**src/sv/dltr_pkg.sv**
```systemverilog
package dltr_pkg;

   // Literal limits and field widths
   localparam int MaxDecimalDigits = 18;
   localparam int NumW = 63;
   localparam int DenW = 60;
   localparam int CharW = 8;
   localparam int UpcW = 5;
   localparam int Pow5W = 42;

   localparam logic [NumW-1:0] NumMax = {NumW{1'b1}};
   // Largest value that can still be multiplied by ten without passing NumMax
   localparam logic [63:0] NumMaxDiv10 = 64'd922337203685477580;
   // n * inverse(5) mod 2^64 stays at or below this exactly when 5 divides n
   localparam logic [63:0] Div5Limit = 64'h3333333333333333;

   // Character codes
   localparam logic [CharW-1:0] CharZero  = 8'h30;
   localparam logic [CharW-1:0] CharNine  = 8'h39;
   localparam logic [CharW-1:0] CharDot   = 8'h2E;
   localparam logic [CharW-1:0] CharLowE  = 8'h65;
   localparam logic [CharW-1:0] CharUpE   = 8'h45;
   localparam logic [CharW-1:0] CharPlus  = 8'h2B;
   localparam logic [CharW-1:0] CharMinus = 8'h2D;

   typedef enum logic [1:0] {
      StOk         = 2'd0,
      StNoExpDigit = 2'd1,
      StOverflow   = 2'd2,
      StBadChar    = 2'd3
   } status_type;

   // Summary of one finished literal, handed from the lexer to the datapath
   typedef struct packed {
      logic [NumW-1:0]   mantissa;
      logic signed [9:0] net;
      status_type        status;
   } lit_type;

   // Datapath operations
   typedef enum logic [3:0] {
      OpNop,
      OpSetOvf,
      OpSetK,
      OpHalve,
      OpMul3,
      OpAddSh4,
      OpAddSh8,
      OpAddSh16,
      OpAddSh32,
      OpQuot,
      OpTakeQ,
      OpMul10,
      OpSat,
      OpEmit
   } dp_op_type;

   // Jump conditions
   typedef enum logic [3:0] {
      CondNone,
      CondAlways,
      CondErr,
      CondZero,
      CondNetPos,
      CondSmallNeg,
      CondTwoStop,
      CondK5Zero,
      CondNotDiv5,
      CondCntZero,
      CondNumBig,
      CondOutBusy
   } cond_type;

   typedef logic [UpcW-1:0] upc_type;

   typedef struct packed {
      dp_op_type op;
      cond_type  cond;
      upc_type   target;
      logic      fin;
   } uword_type;

   // Datapath status seen by the sequencer
   typedef struct packed {
      logic err;
      logic zero;
      logic net_pos;
      logic small_neg;
      logic two_stop;
      logic k5_zero;
      logic not_div5;
      logic cnt_zero;
      logic num_big;
   } flags_type;

   // Program labels
   localparam upc_type StepNeg  = 5'd5;
   localparam upc_type StepTwo  = 5'd6;
   localparam upc_type StepFive = 5'd8;
   localparam upc_type StepPos  = 5'd17;
   localparam upc_type StepSat  = 5'd20;
   localparam upc_type StepEmit = 5'd21;

   // Reduction program: one control word per step
   function automatic uword_type ucode(upc_type addr);
      uword_type w;
      w = '{op: OpNop, cond: CondNone, target: '0, fin: 1'b1};
      unique case (addr)
         5'd0:  w = '{op: OpNop,     cond: CondErr,      target: StepEmit, fin: 1'b0};
         5'd1:  w = '{op: OpNop,     cond: CondZero,     target: StepEmit, fin: 1'b0};
         5'd2:  w = '{op: OpNop,     cond: CondNetPos,   target: StepPos,  fin: 1'b0};
         5'd3:  w = '{op: OpNop,     cond: CondSmallNeg, target: StepNeg,  fin: 1'b0};
         5'd4:  w = '{op: OpSetOvf,  cond: CondAlways,   target: StepEmit, fin: 1'b0};
         5'd5:  w = '{op: OpSetK,    cond: CondNone,     target: '0,       fin: 1'b0};
         5'd6:  w = '{op: OpNop,     cond: CondTwoStop,  target: StepFive, fin: 1'b0};
         5'd7:  w = '{op: OpHalve,   cond: CondAlways,   target: StepTwo,  fin: 1'b0};
         5'd8:  w = '{op: OpNop,     cond: CondK5Zero,   target: StepEmit, fin: 1'b0};
         5'd9:  w = '{op: OpMul3,    cond: CondNone,     target: '0,       fin: 1'b0};
         5'd10: w = '{op: OpAddSh4,  cond: CondNone,     target: '0,       fin: 1'b0};
         5'd11: w = '{op: OpAddSh8,  cond: CondNone,     target: '0,       fin: 1'b0};
         5'd12: w = '{op: OpAddSh16, cond: CondNone,     target: '0,       fin: 1'b0};
         5'd13: w = '{op: OpAddSh32, cond: CondNone,     target: '0,       fin: 1'b0};
         5'd14: w = '{op: OpQuot,    cond: CondNone,     target: '0,       fin: 1'b0};
         5'd15: w = '{op: OpNop,     cond: CondNotDiv5,  target: StepEmit, fin: 1'b0};
         5'd16: w = '{op: OpTakeQ,   cond: CondAlways,   target: StepFive, fin: 1'b0};
         5'd17: w = '{op: OpNop,     cond: CondCntZero,  target: StepEmit, fin: 1'b0};
         5'd18: w = '{op: OpNop,     cond: CondNumBig,   target: StepSat,  fin: 1'b0};
         5'd19: w = '{op: OpMul10,   cond: CondAlways,   target: StepPos,  fin: 1'b0};
         5'd20: w = '{op: OpSat,     cond: CondAlways,   target: StepEmit, fin: 1'b0};
         5'd21: w = '{op: OpEmit,    cond: CondOutBusy,  target: StepEmit, fin: 1'b1};
         default: w = '{op: OpNop,   cond: CondNone,     target: '0,       fin: 1'b1};
      endcase
      return w;
   endfunction

   // Powers of five up to the largest denominator exponent
   function automatic logic [Pow5W-1:0] pow5(logic [4:0] k);
      logic [Pow5W-1:0] p;
      p = '0;
      case (k)
         5'd0:  p = 42'd1;
         5'd1:  p = 42'd5;
         5'd2:  p = 42'd25;
         5'd3:  p = 42'd125;
         5'd4:  p = 42'd625;
         5'd5:  p = 42'd3125;
         5'd6:  p = 42'd15625;
         5'd7:  p = 42'd78125;
         5'd8:  p = 42'd390625;
         5'd9:  p = 42'd1953125;
         5'd10: p = 42'd9765625;
         5'd11: p = 42'd48828125;
         5'd12: p = 42'd244140625;
         5'd13: p = 42'd1220703125;
         5'd14: p = 42'd6103515625;
         5'd15: p = 42'd30517578125;
         5'd16: p = 42'd152587890625;
         5'd17: p = 42'd762939453125;
         5'd18: p = 42'd3814697265625;
         default: p = '0;
      endcase
      return p;
   endfunction

endpackage

```
**src/sv/decimal_literal_to_rational.sv**
```systemverilog
// Converts one unsigned decimal literal, sent one character per item with the
// final character marked, into a reduced fraction numerator/denominator with an
// is-whole mark and a status code. Characters before the last are taken one
// per cycle while the sequencer is idle. The final character hands the literal
// to a microcoded reduction sequencer and the input stalls until its result is
// written to the output register. The sequencer ends at once on an error or a
// zero mantissa, sets overflow for a denominator beyond eighteen digits, applies
// a positive power of ten as repeated multiplies by ten (saturating the
// numerator once a further multiply would pass its limit), and for a fraction
// removes factors of two and then of five from the denominator, stopping early
// when the numerator runs out of them. A result still waiting in the output
// register holds back the write until it is taken. The datapath divides by five
// in shift-add steps, one 64-bit add per cycle.
module decimal_literal_to_rational (
   input  logic                        clock,
   input  logic                        reset,
   input  logic                        req_valid,
   output logic                        req_ready,
   input  logic [dltr_pkg::CharW-1:0]  req_char_code,
   input  logic                        req_last_char,
   output logic                        rsp_valid,
   input  logic                        rsp_ready,
   output logic [dltr_pkg::NumW-1:0]   rsp_numerator,
   output logic [dltr_pkg::DenW-1:0]   rsp_denominator,
   output logic                        rsp_is_whole,
   output logic [1:0]                  rsp_status
);

   logic                         accept;
   logic                         start;
   logic                         busy;
   logic                         out_busy;
   logic                         fire;
   dltr_pkg::lit_type            lit;
   dltr_pkg::dp_op_type          op;
   dltr_pkg::flags_type          flags;
   logic [dltr_pkg::NumW-1:0]    res_numerator;
   logic [dltr_pkg::DenW-1:0]    res_denominator;
   logic                         res_is_whole;
   dltr_pkg::status_type         res_status;

   logic                         rsp_valid_ff, rsp_valid_in;
   logic [dltr_pkg::NumW-1:0]    rsp_num_ff;
   logic [dltr_pkg::DenW-1:0]    rsp_den_ff;
   logic                         rsp_whole_ff;
   logic [1:0]                   rsp_status_ff;

   // Input handshake: characters flow while the sequencer is idle
   assign req_ready = !busy;
   assign accept    = req_valid && req_ready;
   assign start     = accept && req_last_char;

   dltr_lexer u_lexer (
      .clock     (clock),
      .reset     (reset),
      .accept    (accept),
      .char_code (req_char_code),
      .last_char (req_last_char),
      .lit       (lit)
   );

   dltr_seq u_seq (
      .clock    (clock),
      .reset    (reset),
      .start    (start),
      .out_busy (out_busy),
      .flags    (flags),
      .op       (op),
      .busy     (busy)
   );

   dltr_dp u_dp (
      .clock           (clock),
      .reset           (reset),
      .start           (start),
      .lit             (lit),
      .op              (op),
      .flags           (flags),
      .res_numerator   (res_numerator),
      .res_denominator (res_denominator),
      .res_is_whole    (res_is_whole),
      .res_status      (res_status)
   );

   // Output register: written when the emit step finds it free
   assign out_busy     = rsp_valid_ff && !rsp_ready;
   assign fire         = (op == dltr_pkg::OpEmit) && !out_busy;
   assign rsp_valid_in = fire ? 1'b1 : (rsp_ready ? 1'b0 : rsp_valid_ff);

   always_ff @(posedge clock) begin
      if (reset) begin
         rsp_valid_ff <= 1'b0;
      end else begin
         rsp_valid_ff <= rsp_valid_in;
      end
   end

   always_ff @(posedge clock) begin
      if (fire) begin
         rsp_num_ff    <= res_numerator;
         rsp_den_ff    <= res_denominator;
         rsp_whole_ff  <= res_is_whole;
         rsp_status_ff <= res_status;
      end
   end

   assign rsp_valid       = rsp_valid_ff;
   assign rsp_numerator   = rsp_num_ff;
   assign rsp_denominator = rsp_den_ff;
   assign rsp_is_whole    = rsp_whole_ff;
   assign rsp_status      = rsp_status_ff;

endmodule

```
**src/sv/dltr_lexer.sv**
```systemverilog
// Character intake: one character per cycle while accept is high into mantissa, fraction count and exponent
module dltr_lexer (
   input  logic                         clock,
   input  logic                         reset,
   input  logic                         accept,
   input  logic [dltr_pkg::CharW-1:0]   char_code,
   input  logic                         last_char,
   output dltr_pkg::lit_type            lit
);

   typedef enum logic [2:0] {
      PhInt   = 3'd0,
      PhDot   = 3'd1,
      PhFrac  = 3'd2,
      PhExp   = 3'd3,
      PhESign = 3'd4,
      PhEDig  = 3'd5
   } phase_type;

   phase_type                    phase_ff, phase_in;
   logic [dltr_pkg::NumW-1:0]    mant_ff, mant_in;
   logic [4:0]                   frac_ff, frac_in;
   logic [7:0]                   exp_ff, exp_in;
   logic                         neg_ff, neg_in;
   dltr_pkg::status_type         err_ff, err_in;

   logic                         is_digit;
   logic                         is_e;
   logic [3:0]                   digit;
   logic [66:0]                  mant_wide;
   logic                         mant_ovf;
   logic [11:0]                  exp_wide;
   logic signed [9:0]            exp_signed;

   assign is_digit = (char_code >= dltr_pkg::CharZero) && (char_code <= dltr_pkg::CharNine);
   assign is_e     = (char_code == dltr_pkg::CharLowE) || (char_code == dltr_pkg::CharUpE);
   assign digit    = is_digit ? 4'(char_code - dltr_pkg::CharZero) : 4'd0;

   // mantissa * 10 + digit, with the overflow test against the 63-bit limit
   assign mant_wide = ({4'b0, mant_ff} << 3) + ({4'b0, mant_ff} << 1) + 67'(digit);
   assign mant_ovf  = mant_wide > 67'(dltr_pkg::NumMax);
   assign exp_wide  = ({4'b0, exp_ff} << 3) + ({4'b0, exp_ff} << 1) + 12'(digit);

   // Next state for one character, then the end-of-literal checks
   always_comb begin
      phase_in = phase_ff;
      mant_in  = mant_ff;
      frac_in  = frac_ff;
      exp_in   = exp_ff;
      neg_in   = neg_ff;
      err_in   = err_ff;
      if (err_ff == dltr_pkg::StOk) begin
         unique case (phase_ff) inside
            PhInt: begin
               if (is_digit) begin
                  if (mant_ovf) err_in = dltr_pkg::StOverflow;
                  else          mant_in = mant_wide[dltr_pkg::NumW-1:0];
               end else if (char_code == dltr_pkg::CharDot) begin
                  phase_in = PhDot;
               end else if (is_e) begin
                  phase_in = PhExp;
               end else begin
                  err_in = dltr_pkg::StBadChar;
               end
            end
            PhDot, PhFrac: begin
               if (is_digit) begin
                  phase_in = PhFrac;
                  if (frac_ff >= 5'(dltr_pkg::MaxDecimalDigits)) begin
                     err_in = dltr_pkg::StOverflow;
                  end else begin
                     frac_in = frac_ff + 5'd1;
                     if (mant_ovf) err_in = dltr_pkg::StOverflow;
                     else          mant_in = mant_wide[dltr_pkg::NumW-1:0];
                  end
               end else if (is_e && phase_ff == PhFrac) begin
                  phase_in = PhExp;
               end else begin
                  err_in = dltr_pkg::StBadChar;
               end
            end
            PhExp, PhESign, PhEDig: begin
               if (is_digit) begin
                  phase_in = PhEDig;
                  exp_in   = (exp_wide > 12'd255) ? 8'd255 : exp_wide[7:0];
               end else if (phase_ff == PhExp &&
                            (char_code == dltr_pkg::CharPlus ||
                             char_code == dltr_pkg::CharMinus)) begin
                  phase_in = PhESign;
                  neg_in   = (char_code == dltr_pkg::CharMinus);
               end else if (phase_ff == PhEDig) begin
                  err_in = dltr_pkg::StBadChar;
               end else begin
                  err_in = dltr_pkg::StNoExpDigit;
               end
            end
            default: err_in = dltr_pkg::StBadChar;
         endcase
      end
      // a literal may not end on a bare '.' or before its exponent digits
      if (last_char && err_in == dltr_pkg::StOk) begin
         if (phase_in == PhDot)                              err_in = dltr_pkg::StBadChar;
         else if (phase_in == PhExp || phase_in == PhESign)  err_in = dltr_pkg::StNoExpDigit;
      end
   end

   // net power of ten: signed exponent less fraction digits
   assign exp_signed   = neg_in ? -$signed({2'b0, exp_in}) : $signed({2'b0, exp_in});
   assign lit.mantissa = mant_in;
   assign lit.net      = exp_signed - $signed({5'b0, frac_in});
   assign lit.status   = err_in;

   always_ff @(posedge clock) begin
      if (reset) begin
         phase_ff <= PhInt;
         mant_ff  <= '0;
         frac_ff  <= '0;
         exp_ff   <= '0;
         neg_ff   <= 1'b0;
         err_ff   <= dltr_pkg::StOk;
      end else if (accept) begin
         if (last_char) begin
            phase_ff <= PhInt;
            mant_ff  <= '0;
            frac_ff  <= '0;
            exp_ff   <= '0;
            neg_ff   <= 1'b0;
            err_ff   <= dltr_pkg::StOk;
         end else begin
            phase_ff <= phase_in;
            mant_ff  <= mant_in;
            frac_ff  <= frac_in;
            exp_ff   <= exp_in;
            neg_ff   <= neg_in;
            err_ff   <= err_in;
         end
      end
   end

endmodule

```
**src/sv/dltr_seq.sv**
```systemverilog
// Microcode sequencer: step counter, program table and conditional jumps
module dltr_seq (
   input  logic                  clock,
   input  logic                  reset,
   input  logic                  start,
   input  logic                  out_busy,
   input  dltr_pkg::flags_type   flags,
   output dltr_pkg::dp_op_type   op,
   output logic                  busy
);

   dltr_pkg::upc_type    upc_ff, upc_in;
   logic                 busy_ff, busy_in;
   dltr_pkg::uword_type  word;
   logic                 taken;

   assign word = dltr_pkg::ucode(upc_ff);

   // Jump condition select
   always_comb begin
      taken = 1'b0;
      unique case (word.cond)
         dltr_pkg::CondNone:     taken = 1'b0;
         dltr_pkg::CondAlways:   taken = 1'b1;
         dltr_pkg::CondErr:      taken = flags.err;
         dltr_pkg::CondZero:     taken = flags.zero;
         dltr_pkg::CondNetPos:   taken = flags.net_pos;
         dltr_pkg::CondSmallNeg: taken = flags.small_neg;
         dltr_pkg::CondTwoStop:  taken = flags.two_stop;
         dltr_pkg::CondK5Zero:   taken = flags.k5_zero;
         dltr_pkg::CondNotDiv5:  taken = flags.not_div5;
         dltr_pkg::CondCntZero:  taken = flags.cnt_zero;
         dltr_pkg::CondNumBig:   taken = flags.num_big;
         dltr_pkg::CondOutBusy:  taken = out_busy;
         default:                taken = 1'b0;
      endcase
   end

   // Step counter
   always_comb begin
      upc_in  = upc_ff;
      busy_in = busy_ff;
      if (!busy_ff) begin
         if (start) begin
            busy_in = 1'b1;
            upc_in  = '0;
         end
      end else if (taken) begin
         upc_in = word.target;
      end else if (word.fin) begin
         busy_in = 1'b0;
         upc_in  = '0;
      end else begin
         upc_in = upc_ff + 5'd1;
      end
   end

   always_ff @(posedge clock) begin
      if (reset) begin
         upc_ff  <= '0;
         busy_ff <= 1'b0;
      end else begin
         upc_ff  <= upc_in;
         busy_ff <= busy_in;
      end
   end

   assign op   = busy_ff ? word.op : dltr_pkg::OpNop;
   assign busy = busy_ff;

endmodule

```
**src/sv/dltr_dp.sv**
```systemverilog
// Reduction datapath: numerator, product accumulator, counters and result forming
module dltr_dp (
   input  logic                        clock,
   input  logic                        reset,
   input  logic                        start,
   input  dltr_pkg::lit_type           lit,
   input  dltr_pkg::dp_op_type         op,
   output dltr_pkg::flags_type         flags,
   output logic [dltr_pkg::NumW-1:0]   res_numerator,
   output logic [dltr_pkg::DenW-1:0]   res_denominator,
   output logic                        res_is_whole,
   output dltr_pkg::status_type        res_status
);

   logic [63:0]           num_ff, num_in;
   logic [63:0]           acc_ff, acc_in;
   logic [8:0]            cnt_ff, cnt_in;
   logic                  neg_ff, neg_in;
   logic [4:0]            k2_ff, k2_in;
   logic [4:0]            k5_ff, k5_in;
   dltr_pkg::status_type  err_ff, err_in;

   logic                  has_err;
   logic [8:0]            net_mag;

   assign net_mag = lit.net[9] ? 9'(-lit.net) : 9'(lit.net);

   // Operation decode
   always_comb begin
      num_in = num_ff;
      acc_in = acc_ff;
      cnt_in = cnt_ff;
      neg_in = neg_ff;
      k2_in  = k2_ff;
      k5_in  = k5_ff;
      err_in = err_ff;
      if (start) begin
         num_in = {1'b0, lit.mantissa};
         cnt_in = net_mag;
         neg_in = lit.net[9];
         k2_in  = '0;
         k5_in  = '0;
         err_in = lit.status;
      end else begin
         unique case (op)
            dltr_pkg::OpNop:     ;
            dltr_pkg::OpSetOvf:  err_in = dltr_pkg::StOverflow;
            dltr_pkg::OpSetK: begin
               k2_in = cnt_ff[4:0];
               k5_in = cnt_ff[4:0];
            end
            dltr_pkg::OpHalve: begin
               num_in = num_ff >> 1;
               k2_in  = k2_ff - 5'd1;
            end
            // exact division by five: multiply by its inverse modulo 2^64
            dltr_pkg::OpMul3:    acc_in = num_ff + (num_ff << 1);
            dltr_pkg::OpAddSh4:  acc_in = acc_ff + (acc_ff << 4);
            dltr_pkg::OpAddSh8:  acc_in = acc_ff + (acc_ff << 8);
            dltr_pkg::OpAddSh16: acc_in = acc_ff + (acc_ff << 16);
            dltr_pkg::OpAddSh32: acc_in = acc_ff + (acc_ff << 32);
            dltr_pkg::OpQuot:    acc_in = (acc_ff << 2) + num_ff;
            dltr_pkg::OpTakeQ: begin
               num_in = acc_ff;
               k5_in  = k5_ff - 5'd1;
            end
            dltr_pkg::OpMul10: begin
               num_in = (num_ff << 3) + (num_ff << 1);
               cnt_in = cnt_ff - 9'd1;
            end
            dltr_pkg::OpSat:     num_in = {1'b0, dltr_pkg::NumMax};
            dltr_pkg::OpEmit:    ;
            default:             ;
         endcase
      end
   end

   always_ff @(posedge clock) begin
      if (reset) begin
         cnt_ff <= '0;
         neg_ff <= 1'b0;
         k2_ff  <= '0;
         k5_ff  <= '0;
         err_ff <= dltr_pkg::StOk;
      end else begin
         cnt_ff <= cnt_in;
         neg_ff <= neg_in;
         k2_ff  <= k2_in;
         k5_ff  <= k5_in;
         err_ff <= err_in;
      end
   end

   always_ff @(posedge clock) begin
      num_ff <= num_in;
      acc_ff <= acc_in;
   end

   // Status for the jump conditions
   assign has_err         = (err_ff != dltr_pkg::StOk);
   assign flags.err       = has_err;
   assign flags.zero      = (num_ff == '0);
   assign flags.net_pos   = !neg_ff;
   assign flags.small_neg = (cnt_ff <= 9'(dltr_pkg::MaxDecimalDigits));
   assign flags.two_stop  = (k2_ff == '0) || num_ff[0];
   assign flags.k5_zero   = (k5_ff == '0);
   assign flags.not_div5  = (acc_ff > dltr_pkg::Div5Limit);
   assign flags.cnt_zero  = (cnt_ff == '0);
   assign flags.num_big   = (num_ff > dltr_pkg::NumMaxDiv10);

   // Result: denominator is 2^k2 * 5^k5, an error gives 0/1
   assign res_numerator   = has_err ? '0 : num_ff[dltr_pkg::NumW-1:0];
   assign res_denominator = has_err ? dltr_pkg::DenW'(1) :
                            (dltr_pkg::DenW'(dltr_pkg::pow5(k5_ff)) << k2_ff);
   assign res_is_whole    = !has_err && (k2_ff == '0) && (k5_ff == '0);
   assign res_status      = err_ff;

endmodule

```
**config.mk**
```make
export PLATFORM = sky130hd
export DESIGN_NAME = decimal_literal_to_rational
export DESIGN_NICKNAME = d
export VERILOG_FILES = /design/src/sv/dltr_pkg.sv /design/src/sv/decimal_literal_to_rational.sv /design/src/sv/dltr_lexer.sv /design/src/sv/dltr_seq.sv /design/src/sv/dltr_dp.sv
export SDC_FILE = /design/constraint.sdc
export NUM_CORES = 2
export LEC_CHECK = 0
export BUFFER_PORTS_ARGS = -buffer_cell sky130_fd_sc_hd__buf_2
export CELL_PAD_IN_SITES_DETAIL_PLACEMENT = 1
export CELL_PAD_IN_SITES_GLOBAL_PLACEMENT = 2
export CORE_MARGIN = 2
export CORE_UTILIZATION = 43
export DETAILED_ROUTE_END_ITERATION = 7
export HOLD_SLACK_MARGIN = 0.08
export PLACE_DENSITY_LB_ADDON = 0.1
export SYNTH_ARGS = -nofsm -noshare
export SYNTH_HDL_FRONTEND = slang
export SYNTH_SLANG_ARGS = --single-unit
```
**constraint.sdc**
```tcl
create_clock -name clock -period 23.3 [get_ports clock]
set_input_delay 3.495 -clock clock [delete_from_list [all_inputs] [get_ports clock]]
set_output_delay 3.495 -clock clock [all_outputs]
set_load 0.02 [all_outputs]
```
# Yosys cells after proc, flatten, opt, wreduce, memory -nomap -nowiden

Memories as Yosys holds them, arrays and structs flattened. A register that Yosys moved wholly into a read port is not among the register bits.
Index checks and enable logic that the tools add are counted.

Register bits: 365
Bits in read-only memories: 1760
Input bits: 13
Output and inout bits: 128
Word-level logic and storage cells: 206
Memories: 2

Memory list:

| memory          | depth | bits a word | rd ports | clocked after Yosys merged registers in | write ports | line            | source |
|---|---|---|---|---|---|---|---|
| (no name shown) | 32    | 41          | 1        | 1                                       | 0           | dltr_pkg.sv:140 | `case (k)` |
| (no name shown) | 32    | 14          | 1        | 1                                       | 0           | dltr_pkg.sv:108 | `unique case (addr)` |

$add $sub $neg: 20
$lt $le $gt $ge: 8
Eq/ne operators: 37
Shift-type cells: 1
Multiplexer cells: 76
Bitwise operators: 1
Reductions and logical operators: 40

Operators by type and width:

| kind                 | number |
|---|---|
| $add 64x64->64       | 7 |
| $mux 63              | 7 |
| $pmux 64 s6          | 1 |
| $pmux 64 s4          | 1 |
| $pmux 63 s2          | 1 |
| $add 66x64->67       | 1 |
| $add 67x4->67        | 1 |
| $gt 67x63->1 const B | 1 |
| $mux 5               | 13 |
| $gt 64x60->1 const B | 1 |
| $gt 64x62->1 const B | 1 |
| $logic_not 64->1     | 1 |
| $shl 42x5->60        | 1 |
| $eq 4x4->1 const B   | 10 |
| $mux 8               | 5 |
| $mux 2               | 17 |
| $eq 4x3->1 const B   | 8 |
| $mux 3               | 9 |
| $mux 9               | 3 |
| $eq 8x6->1 const B   | 3 |
| $pmux 5 s2           | 2 |
| $eq 4x2->1 const B   | 4 |
| $eq 8x7->1 const B   | 2 |
| $reduce_bool 2->1    | 7 |
| 38 further kinds     | 76 |

# Depth between registers and ports, before layout

Depth in word-level cells: 15
Depth in mapped cells: 29
Gate-level depth less buffers: 28

# Modules after synthesis

From an unflattened synthesis, not the netlist that was laid out.

Cell total of the unflattened synthesis: 6899
Area total of the unflattened synthesis: 52745.6 um^2

By module, submodules not included:

| module                      | instances | cells each | area an instance (um^2) | sequential area each (um^2) |
|---|---|---|---|---|
| dltr_dp                     | 1         | 5036       | 36262.3                 | 5014.8 |
| dltr_lexer                  | 1         | 1553       | 11106.9                 | 1641.6 |
| decimal_literal_to_rational | 1         | 135        | 3849.9                  | 3803.6 |
| dltr_seq                    | 1         | 175        | 1526.5                  | 400.4 |

# Worst setup path before layout

OpenSTA, ideal clock, no wires.

Path kind: input -> register
Start point: input port rsp_ready
End point: register rsp_den_ff, in the netlist rsp_denominator[0] (enable)
Setup time: 0.628 ns
Data arrival time: 9.172 ns
Required time: 22.672 ns
Setup slack: 13.501 ns
Cell stages on the path: 2
Buffers on the path: 0
Cells stage by stage: nand2b_1 -> nor2b_1

Word-level cells in the longest chain between the ends: 4

RTL lines:

| element                | line                               | source |
|---|---|---|
| start: declaration     | decimal_literal_to_rational.sv:22  | `input logic rsp_ready,` |
| $logic_not 1->1        | decimal_literal_to_rational.sv:86  | `assign out_busy = rsp_valid_ff && !rsp_ready;` |
| $logic_and 1x1->1      | decimal_literal_to_rational.sv:86  |  |
| $logic_not 1->1        | decimal_literal_to_rational.sv:87  | `assign fire = (op == dltr_pkg::OpEmit) && !out_busy;` |
| $logic_and 1x1->1      | decimal_literal_to_rational.sv:87  |  |
| net fire               | decimal_literal_to_rational.sv:33  | `logic fire;` |
| end signal: assignment | decimal_literal_to_rational.sv:101 | `rsp_den_ff <= res_denominator;` |
| end: declaration       | decimal_literal_to_rational.sv:44  | `logic [dltr_pkg::DenW-1:0] rsp_den_ff;` |

The timed path passes the listed nets, and every way through them passes these cells.
A chain may end at the register's enable or synchronous reset.

# Worst setup path after layout

Start point: input port req_char_code[7] (netlist bit)
End point: register u_lexer.mant_ff[20] (netlist bit)

Word-level cells in the longest chain between the ends: 11
Elaborated cells between the ends (all ways): 13
Those cells by class: add/sub: 1; order compare: 3; mux: 8; reduce/logical: 1

RTL lines:

| element                                  | line                               | source |
|---|---|---|
| start: declaration                       | decimal_literal_to_rational.sv:19  | `input logic [dltr_pkg::CharW-1:0] req_char_code,` |
| $ge 8x6->1 or $le 8x6->1 (tied branches) | dltr_lexer.sv:35                   | `assign is_digit = (char_code >= dltr_pkg::CharZero) && (char_code <= dltr_pkg::CharNine);` |
| $logic_and 1x1->1 *                      | dltr_lexer.sv:35                   |  |
| $mux 4                                   | dltr_lexer.sv:37                   | `assign digit = is_digit ? 4'(char_code - dltr_pkg::CharZero) : 4'd0;` |
| $add 67x4->67                            | dltr_lexer.sv:40                   | `assign mant_wide = ({4'b0, mant_ff} << 3) + ({4'b0, mant_ff} << 1) + 67'(digit);` |
| $gt 67x63->1                             | dltr_lexer.sv:41                   | `assign mant_ovf = mant_wide > 67'(dltr_pkg::NumMax);` |
| $mux 63                                  | dltr_lexer.sv:56, dltr_lexer.sv:73 |  |
| $mux 63                                  | dltr_lexer.sv:69                   | `if (frac_ff >= 5'(dltr_pkg::MaxDecimalDigits)) begin` |
| $mux 63                                  | dltr_lexer.sv:67                   | `if (is_digit) begin` |
| $pmux 63 s2 *                            | dltr_lexer.sv:53                   | `unique case (phase_ff) inside` |
| $mux 63 *                                | dltr_lexer.sv:52                   | `if (err_ff == dltr_pkg::StOk) begin` |
| $mux 63 *                                | dltr_lexer.sv:122                  | `if (last_char) begin` |
| end signal: assignment                   | dltr_lexer.sv:131                  | `mant_ff <= mant_in;` |
| end: declaration                         | dltr_lexer.sv:21                   | `logic [dltr_pkg::NumW-1:0] mant_ff, mant_in;` |

Every way passes the cells marked *; elsewhere a longest branch is shown, timed or not.

==> flow_summary_export.csv <==
group,metric,value,unit
status,violations,"capacitance limit, slew limit",
setup_path,cp_slowest_cell,"a2111oi_2",
pwr,pwr_density_cell,40.37,mW/mm^2
global_route,antenna_found_initial,11,
detailed_routing,drtAntennaViolNets,0,
cells_and_area,nets,6864,
detailed_routing,wl_per_cell,27.39,um
setup_path,worstSetupPathType,"input port to flip-flop",
synth,yosysSeqAreaShare,0.2184,
flow_run,drv_cap,1,
synth,synth_top_family_by_area,"compound AO/OA/AOI/OAI gates",
setup_path,cp-end-kind,"flip-flop",
synth,synth_seq_cells,416,
clocking,cts.sinks,416,
pwr,p_comb_frac,0.215,
setup_path,r2r_setup_slack,17.19,ns
clocking,post_cts_resized,0,
timing,slew_headroom,-0.01222,
timing,min_period_over_period,0.3859,
synth,ys_async_sr_fraction,0,
pwr,seqPwrFrac,0.381,
floorplanning,initial_utilization,0.4344,
setup_path,cpLargestDelayFamily,"compound AO/OA/AOI/OAI gates",
detailed_routing,wl,213700,um
worst_hold_path,holdPathStages,1,
worst_hold_path,holdPathEnd,"u_lexer.mant_ff[55]",
worst_hold_path,min_from,"u_lexer.mant_ff[55]",
pwr,switching_share,0.3253,
synth,synth_mux_area_frac,0.03575,
pwr,p_switching,0.7066,mW
cells_and_area,layout-drive-gt1-share,0.07270,
global_route,grt_pass1_vias,49510,
clocking,cts_max_level,2,
detailed_routing,drtIter0Drc,4925,
synth,yosysUniqueCellTypes,98,
clocking,clk_latency,0.68,ns
floorplanning,io_pins,141,
placed_design,globalplace.congestion,0.9486,
synth,syn_area,0.04974,sq mm
placed_design,port_buffers,140,
synth,synth-compound-area-share,0.3048,
floorplanning,core-area,0.1145,sq mm
global_route,grt_max_degree,77,
floorplanning,fp.dieH,344.1,um
synth,synth_area_per_cell,7.966,sq um
timing,final.setup.tns,0,ns
status,status,"finished with violations",
timing,hold_viol_final,0,
synth,synth_edf_count,253,
global_route,overflow,0,
cells_and_area,instances_no_fill,7799,
synth,synthAdderAreaFrac,0.1545,
synth,ys.flop_type,"edfxtp_1",
floorplanning,die_w,344.1,um
setup_path,r2r-start,"u_dp.acc_ff[21]",
global_route,track_usage,0.3504,
timing,max_freq,0.1112,GHz
setup_path,r2r-end,"u_seq.word[3]",
floorplanning,dieArea,0.1184,sq mm
setup_path,path_cells,"buf_2 -> nor3b_2 -> and3_1 -> nand2_1 -> xnor2_1 -> ha_1 -> ha_1 -> a211oi_1 -> o21ai_1 -> a21oi_4 -> o21ai_1 -> a2111oi_2 -> or4b_4 -> nand3_1 -> o2bb2ai_4 -> and4_4 -> buf_4 -> o22ai_4 -> buf_4 -> a22o_1",
setup_path,cp.arrival,9.53,ns
placed_design,place_inst,7701,
cells_and_area,layout_commonest_cell,"a21oi_1",
timing,worst_slew_pin_slew,1.513,ns
timing,drv_slew,12,
synth,postSynthCellCount,6244,
timing,layout_min_cycle_time,8.993,ns
detailed_routing,drc_errors,0,
floorplanning,row_count,124,
placed_design,place_hpwl,164600,um
clocking,ctsHoldBuffers,0,
pwr,pwr-share-clk,0.404,
worst_hold_path,worst_hold_path_type,"flip-flop to flip-flop",
cells_and_area,final_cell_mix,"641 x a21oi_1, 598 x ha_1, 549 x nor2_1",
synth,synth_xor_area_frac,0.07132,
setup_path,worst-path-max-fanout,56,
setup_path,slowest_delay,0.73,ns
setup_path,crit_path_start_kind,"input port",
timing,rsz0062_at_grt,"no",
detailed_routing,first_pass_iters,8,
synth,synth_simple_gate_area_frac,0.1732,
clocking,postCtsSetupBuffers,0,
global_route,grt_pass1_wl,317200,um
clocking,cts_root_buf,"clkbuf_16",
setup_path,r2r_cells,16,
setup_path,critPathBufInv,3,
clocking,cts.path.max_buffers,3,
cells_and_area,syn_to_final_growth,8.183,%
clocking,path_clk_slew,0.06,ns
setup_path,required,23.84,ns
synth,synth_fp_nets,6865,
timing,finalSetupViolCount,0,
synth,ys_warn_count,0,
pwr,p_int,1.466,mW
pwr,power.leakage,22.67,nW
detailed_routing,vias,50950,
detailed_routing,vias_per_cell,6.533,
clocking,cts_tree,"done",
timing,fin_skew,0.03799,ns
pwr,ir_drop,0.05207,mV
clocking,numCtsBuffers,52,
how the worst max path moves through the flow:
| stage | startpoint | end | slack [ns] | depth (start not counted) |
|---|---|---|---|---|
| final | req_char_code[7] | u_lexer.mant_ff[20] | 14.31 | 20 |
| after global routing | req_char_code[7] | u_dp.cnt_ff[7] | 13.83 | 28 |
| after CTS | req_char_code[7] | u_lexer.mant_ff[20] | 14.27 | 20 |
| after detailed placement | req_char_code[7] | u_lexer.mant_ff[20] | 13.58 | 20 |
| after global placement | req_char_code[7] | u_lexer.mant_ff[6] | 13.68 | 20 |
| after floorplan | rsp_ready | rsp_denominator[0] | 13.50 | 2 |
worst reg2reg max path, stage by stage (launching register included):
cell       delay, ns
edfxtp_1        0.83
buf_4           0.34
nor4bb_1        0.35
nand4_1         0.17
nor4_1          0.99
a21oi_1         0.17
o221ai_1        0.32
nand2_1         0.15
o21ai_1         0.41
mux2i_1         0.15
o21ai_0         0.70
nand2_1         0.30
ha_1            0.40
or2_2           0.31
o22ai_1         0.11
a2bb2oi_1       0.17
o22ai_1         0.09
Yosys cell counts (all sizes together) (37+ instances only):
cell,count,share of area
ha,598,0.15
buf,47,0.0045
a31oi,81,0.010
and3,64,0.0080
dfxtp,163,0.066
nand3,151,0.015
xnor2,242,0.043
a221oi,47,0.0083
nor2,553,0.042
o21bai,66,0.010
xor2,163,0.029
nor2b,52,0.0065
edfxtp,253,0.15
nand4,105,0.013
a22o,52,0.0092
o21a,66,0.010
a21oi,642,0.065
o211ai,72,0.011
o22ai,58,0.0074
nand2b,70,0.0088
mux2i,109,0.022
nand2,484,0.037
a22oi,53,0.0080
nor3,102,0.010
o221ai,79,0.014
a211oi,75,0.011
a21o,259,0.039
and2,37,0.0047
o21ai,459,0.046
clkbuf,248,0.019
inv,245,0.018
through the flow:
step | util | hold WS (ns) | setup WS [ns] | area (sq um) | power (mW)
after global routing | 0.4699 | 0.5412 | 13.83 | 53810 | 2.245
after detailed placement | 0.4544 | 0.5142 | 13.58 | 52020 | 1.293
after floorplan | - | 0.4452 | 13.50 | 49740 | 1.143
after CTS | 0.4699 | 0.5230 | 14.27 | 53810 | 2.170
after global placement | 0.4544 | 0.4920 | 13.68 | 52020 | 1.287
final | 0.4699 | 0.5207 | 14.31 | 53810 | 2.172
final cells by class:
type                    instances  area (sq um)
diodes                          1         2.502
repair buffers                240          1451
inverters                     249         934.6
flip-flops and latches        416         10870
clock buffers                  72          1448
clock inverters                25         332.8
multi-input cells            5284         36880
fillers                     14020         60690
well taps                    1512          1892
kinds of logic (layout without fill, tap and decap cells):
kind of cell,after synthesis,count (layout)
AND/OR/NAND/NOR,1803,1803
flip-flops,416,416
AO/OA/AOI/OAI,2313,2313
multiplexers,155,155
other,0,1
adder cells (fa/ha/maj),608,608
XOR/XNOR,405,405
buffers and inverters,544,586
flip-flops by register name, indices dropped and copies added, names as in the netlist, 2 cells and up, named ones only:
name and count:
rsp_numerator 63, u_dp.num_ff 64, u_dp.cnt_ff 9, u_dp.k2_ff 5, rsp_status 2, u_lexer.err_ff 2
u_lexer.mant_ff 63, u_lexer.phase_ff 3, u_lexer.frac_ff 5, u_dp.acc_ff 64, u_seq.upc_ff 5, rsp_denominator 60
u_seq.word 14, u_lexer.exp_ff 8, u_dp.k5_ff 5, u_dp.res_status 2
layer usage:
layer	wire length, um	GRT usage	part of all wire
met4	7795	0.1158	0.036
met3	16780	0.05556	0.079
met5	21	0	0.000098
met2	89060	0.5236	0.42
met1	100000	0.5102	0.47
power by group through the flow:
stage	registers, mW	clock network [mW]	logic, mW
after CTS	0.826	0.889	0.455
after floorplan	0.827	0	0.316
final	0.829	0.877	0.467
after global placement	0.842	0	0.446
after global routing	0.829	0.912	0.505
after detailed placement	0.842	0	0.451
No activity file was read; power rests on OpenSTA's default activity.
